## src/rtl/avm_pkg.sv

```systemverilog
// -----------------------------------------------------------------------------
// avm_pkg: shared types and constants of the voice table audio mixer
// Item and result codes, engine states, reset values and the gain saturation.
// -----------------------------------------------------------------------------
package avm_pkg;

  localparam int MAX_VOICES_DEF = 256;
  localparam int MIX_FRAMES_DEF = 4096;

  localparam logic [15:0] MASTER_RESET    = 16'd32768;
  localparam logic [12:0] MAX_WRITE_RESET = 13'((48000 / 60) * 3);
  localparam logic [24:0] PLAYED_MAX      = 25'h1FFFFFF;

  // Configuration register indexes
  localparam logic CFG_MASTER    = 1'b0;
  localparam logic CFG_MAX_WRITE = 1'b1;

  typedef enum logic [1:0] {
    KIND_START,
    KIND_ADVANCE,
    KIND_MIX,
    KIND_READ
  } kind_t;

  typedef enum logic [1:0] {
    ST_OK,
    ST_FULL,
    ST_NO_VOICE,
    ST_OUT_WINDOW
  } status_t;

  typedef enum logic [3:0] {
    S_CLEAR,
    S_IDLE,
    S_START,
    S_ADV_RD,
    S_ADV_WR,
    S_MIX_RD,
    S_MIX_CHK,
    S_MIX_MUL,
    S_MIX_ADD,
    S_READ_RD,
    S_READ_WB
  } state_t;

  typedef struct packed {
    kind_t              kind;
    logic [23:0]        voice_length;
    logic [15:0]        voice_gain;
    logic [15:0]        advance_frames;
    logic [7:0]         slot;
    logic [11:0]        frame_offset;
    logic signed [15:0] left_in;
    logic signed [15:0] right_in;
  } item_t;

  // Head of the item queue as seen by the engine
  typedef struct packed {
    logic  valid;
    item_t item;
  } queue_head_t;

  typedef struct packed {
    logic [15:0] master_volume;
    logic [12:0] max_write_frames;
  } cfg_t;

  // Drop the Q19.30 fraction and saturate to a signed 16-bit sample
  function automatic logic [15:0] scale_sat(input logic [48:0] prod, input logic neg);
    logic [18:0] q;
    logic [18:0] nq;
    q  = prod[48:30];
    nq = 19'd0 - q;
    if (neg) begin
      scale_sat = (q > 19'd32768) ? 16'h8000 : nq[15:0];
    end else begin
      scale_sat = (q > 19'd32767) ? 16'h7FFF : q[15:0];
    end
  endfunction

endpackage

```

## src/rtl/avm_front.sv

```systemverilog
// -----------------------------------------------------------------------------
// avm_front: item intake
// Two-entry queue that takes items and hands them to the engine in order.
// -----------------------------------------------------------------------------
module avm_front (
  input  logic                clk,
  input  logic                rst,
  input  logic                item_valid,
  output logic                item_stall,
  input  avm_pkg::item_t      item_in,
  output avm_pkg::queue_head_t head,
  input  logic                pop
);
  import avm_pkg::*;

  item_t       entries [2];
  logic        wr_ptr;
  logic        rd_ptr;
  logic [1:0]  fill;
  logic        push;
  logic        take;

  assign item_stall = (fill == 2'd2);
  assign push       = item_valid && !item_stall;
  assign take       = pop && (fill != 2'd0);

  assign head.valid = (fill != 2'd0);
  assign head.item  = entries[rd_ptr];

  // Store incoming transaction
  always_ff @(posedge clk) begin
    if (push) begin
      entries[wr_ptr] <= item_in;
    end
  end

  // Advance pointers and fill level
  always_ff @(posedge clk) begin
    if (rst) begin
      wr_ptr <= 1'b0;
      rd_ptr <= 1'b0;
      fill   <= 2'd0;
    end else begin
      if (push) wr_ptr <= ~wr_ptr;
      if (take) rd_ptr <= ~rd_ptr;
      fill <= fill + 2'(push) - 2'(take);
    end
  end

endmodule

```

## config.mk

```make
export PLATFORM = sky130hd
export DESIGN_NAME = avm_front
export DESIGN_NICKNAME = d
export VERILOG_FILES = /design/src/rtl/avm_pkg.sv /design/src/rtl/avm_front.sv
export SDC_FILE = /design/constraint.sdc
export NUM_CORES = 1
export LEC_CHECK = 0
export ABC_AREA = 1
export BUFFER_PORTS_ARGS = -buffer_cell sky130_fd_sc_hd__buf_2
export CAP_MARGIN = 20
export CORE_ASPECT_RATIO = 0.75
export CORE_MARGIN = 5
export CORE_UTILIZATION = 45
export CTS_CLUSTER_DIAMETER = 200
export DETAILED_ROUTE_END_ITERATION = 10
export PLACE_DENSITY_LB_ADDON = 0.1
export SLEW_MARGIN = 20
export SYNTH_ARGS = -nofsm -noshare
export SYNTH_HDL_FRONTEND = slang
export SYNTH_SLANG_ARGS = --single-unit
export TNS_END_PERCENT = 50
```

## constraint.sdc

```tcl
create_clock -name clk -period 7.4 [get_ports clk]
set_input_delay 0 -clock clk [delete_from_list [all_inputs] [get_ports clk]]
set_output_delay 0 -clock clk [all_outputs]
set_load 0.02 [all_outputs]
```

After elaboration in Yosys (flattened, before gate mapping):

Memories as Yosys holds them, arrays and structs flattened. A register that Yosys moved wholly into a read port is not among the register bits.
Index checks and enable logic that the tools add are counted.

* add/sub/neg operators: 2
* eq/ne operators: 1
* mux-type cells: 4
* bitwise logic cells: 2
* reductions and logical operators: 4

Operators with widths (count)
* 2-to-1 mux 1 bit: 4
* adder 2 x 1 -> 2 bit: 1
* equality test 2 bit, second input constant: 1
* logical AND 1 bit: 2
* inverter 1 bit: 2
* nonzero test 2 bit: 1
* subtractor 2 x 1 -> 2 bit: 1
* zero test 1 bit: 1

* bits in registers: 4
* memory bits (writable): 220
* input port bits: 114
* output and inout bits: 112
* logic and storage cells: 17
* memories kept: 1

Memory list
* entries: words 2, width 110, read ports 1, clocked after memory_dff 1, write ports 1, RTL line avm_front.sv:16 `item_t entries [2];`

Logic depth before layout (Yosys ltp):

* depth in word-level cells: 5
* gate-level depth with buffers: 11
* mapped depth without buffers: 11

Least setup slack after synthesis:

OpenSTA, ideal clock, no wires.

* kind: reg-to-reg
* start: register fill[0]
* end: memory entries[0][0] (netlist bit), enable pin
* setup time: 580 ps
* arrival time: 5135 ps
* required time: 6820 ps
* slack: 1686 ps
* stages on the path, launching flop included: 5
* buffers on the path: 0
* clock period less this slack: 5714 ps
* cells stage by stage: dfxtp_1 -> inv_1 -> nand2_1 -> nand2_1 -> nor2_1

* cells in the longest elaborated chain, start to end: 5

Ends and longest elaborated chain
* start: declaration: RTL line avm_front.sv:19 `logic [1:0] fill;`
* start signal: assignment: RTL line avm_front.sv:46 `fill <= fill + 2'(push) - 2'(take);`
* equality test 2 bit: RTL line avm_front.sv:23 `assign item_stall = (fill == 2'd2);`
* zero test 1 bit: RTL line avm_front.sv:24 `assign push = item_valid && !item_stall;`
* logical AND 1 bit: RTL line avm_front.sv:24
* 2-to-1 mux 1 bit: RTL line avm_front.sv:32 `if (push) begin`
* 2-to-1 mux 1 bit (implied by the code): RTL line avm_front.sv:33 `entries[wr_ptr] <= item_in;`
* end: declaration: RTL line avm_front.sv:16

Every way passes these cells.

==> impl_metrics.env <==
export IMPL_status="completed"
export IMPL_mostFrequentLayoutCells="buf_2, edfxtp_1, dlygate4sd3_1, mux2_4, clkbuf_16"
export IMPL_worst_path_max_fanout=60
export IMPL_vias=4610
export IMPL_hold_viol=0
export IMPL_hold_class="primary input to register"
export IMPL_max_cap_violations=0
export IMPL_vias_per_cell=4.59
export IMPL_layout_commonest_cell="buf_2"
export IMPL_startpoint_type="register"
export IMPL_drive_above_1_share=0.494
export IMPL_drc=0
export IMPL_synthesis_nets=496
export IMPL_total_power_w=0.00387
export IMPL_dr_wl_met2_um=7960
export IMPL_grtUsageTotal=0.151
export IMPL_synthTopCellsByArea="edfxtp_1, mux2_4, buf_12, mux2_2, dfxtp_1"
export IMPL_cts_tree="yes"
export IMPL_cp_required_ns=7.40
export IMPL_cts_buffers=23
export IMPL_fillers=1447
export IMPL_grt_pass1_wl_um=26400
export IMPL_yosysTopAreaCell="edfxtp_1"
export IMPL_slew_headroom=0.369
export IMPL_core_region_area_sq_um=19200
export IMPL_portBuffers=225
export IMPL_synth_cell_types=13
export IMPL_endpoint_kind="primary output"
export IMPL_drt_wirelength_per_cell_um=17.0
export IMPL_reg2reg_depth=5
export IMPL_p_leak_nw=4.70
export IMPL_grt_max_degree=61
export IMPL_critPathArrivalTime_ns=2.76
export IMPL_synth_area_per_cell_sq_um=22.9
export IMPL_hold_path_depth=2
export IMPL_io_pins=226
export IMPL_rsz0062_at_grt="false"
export IMPL_fmax_ghz=0.362
export IMPL_ir_drop_v=0.000170
export IMPL_wl_met3_um=1530
export IMPL_first_pass_iters=6
export IMPL_first_global_vias=5027
export IMPL_cts_path_max_buffers=3
export IMPL_period_needed_ns=2.76
export IMPL_dieArea_sq_um=22200
export IMPL_place_gp_congestion=0.720
export IMPL_area_growth_pct=36.1
export IMPL_critical_path_class="register to primary output"
export IMPL_top_layer="met4"
export IMPL_htreeDepth=1
export IMPL_ctsRootBufferMaster="clkbuf_16"
export IMPL_nets=851
export IMPL_grt_overflow_total=0
export IMPL_stdcell_count=1004
export IMPL_period_share=0.373
export IMPL_antenna_left=0
export IMPL_netlist_instances=380
export IMPL_maxSlewViolCount=0
export IMPL_powerDensity_nw_per_um2=327
export IMPL_wl_met1_um=7200
export IMPL_antenna_found_initial=0
export IMPL_synth_top_area_share=0.761
export IMPL_finalWirelength_um=17100
export IMPL_placed_cells=850
export IMPL_setup_tns_ns=0
export IMPL_yosysWarnings=0
export IMPL_cts_sinks=225
export IMPL_drt_iter0_drc=166
export IMPL_utilization=0.617
export IMPL_setup_ws_ns=4.64
export IMPL_ys_ff_latch=225
export IMPL_final_setup_skew_ns=0.00913
export IMPL_die_h_um=130
export IMPL_setup_violations=0
export IMPL_clkLatencyLatePin_ns=0.49
export IMPL_cts_setup_buffers=0
export IMPL_place_hpwl_um=11000
export IMPL_die_w_um=170
export IMPL_pre_cts_ws_ns=4.82
export IMPL_cts_reportedPaths_clkPinSlew_ns=0.06
export IMPL_yosysSeqAreaShare=0.772
export IMPL_n_antenna_cell=0
export IMPL_rows=44
export IMPL_netlist_area_sq_um=8680
export IMPL_start_util=0.453
export IMPL_worstMarginPinSlew_ns=0.947
==> final cells by class <==
type	count	area (sq um)	share of cell area
repair buffers	342	2290	0.194
well taps	253	317	0.0268
flip-flops and latches	225	6710	0.568
clock buffers	27	591	0.0500
clock inverters	14	139	0.0118
inverters	9	36.3	0.00307
multi-input cells	134	1740	0.147
==> metal layers <==
layer / GRT usage / vias to the layer above
li1: - / 2200
met1: 0.196 / 2216
met2: 0.244 / 163
met3: 0.0515 / 31
met4: 0.0413 / 0
met5: 0 / -
==> path summary, 6_finish.rpt <==
path | start | to | slack (ns)
max | register | head[50] | 4.64
min | item_in[7] | entries[0][7] | 0.23
max reg2reg | fill[0] | entries[1][49] | 4.98
min reg2reg | rd_ptr | rd_ptr | 0.52
==> kinds of logic after synthesis <==
kind of cell               synth area share
AOI/OAI and AO/OA                   0.00115
adders and majority gates           0.00288
buffers and inverters                0.0288
DFF                                   0.772
muxes                                 0.186
and+or+nand+nor                     0.00908
==> power by group <==
group / switching (W) / leakage (nW) / total, W / internal [W]
combinational: 0.000566 / 2.25 / 0.00105 / 0.000484
clock: 0.000439 / 0.355 / 0.00111 / 0.000672
sequential: 0.0000887 / 2.10 / 0.00170 / 0.00162
==> state kept, by name, summed over array words and instances, names as in the netlist, named ones only <==
signal / cells
entries: 220
wr_ptr: 1
fill: 2
rd_ptr: 1
==> cells in the mapped netlist <==
master	count
edfxtp_1	220
mux2_4	100
buf_12	10
mux2_2	10
inv_1	9
nor2_1	9
nand2_1	8
dfxtp_1	5
nand3_1	3
a21oi_1	2
ha_1	2
buf_2	1
buf_6	1
==> worst max-delay path: stages, from the launching register on <==
cell	delay (ns)
dfxtp_4	0.96
buf_6	0.71
mux2_4	0.36
buf_2	0.16
==> per-stage QoR <==
step | hold WS [ns] | instance area (sq um)
after floorplan | 0.0712 | 8680
after global placement | 0.175 | 9950
after detailed placement | 0.175 | 9950
after CTS | 0.206 | 11800
after global routing | 0.216 | 11800
final | 0.232 | 11800
==> timing repair <==
action,4_1_cts,5_1_grt
hold buffers,113,0
endpoints found under the hold margin,225,0
endpoints found under the setup margin,0,0
gates resized for setup,0,0
(Power assumes the default switching activity.)
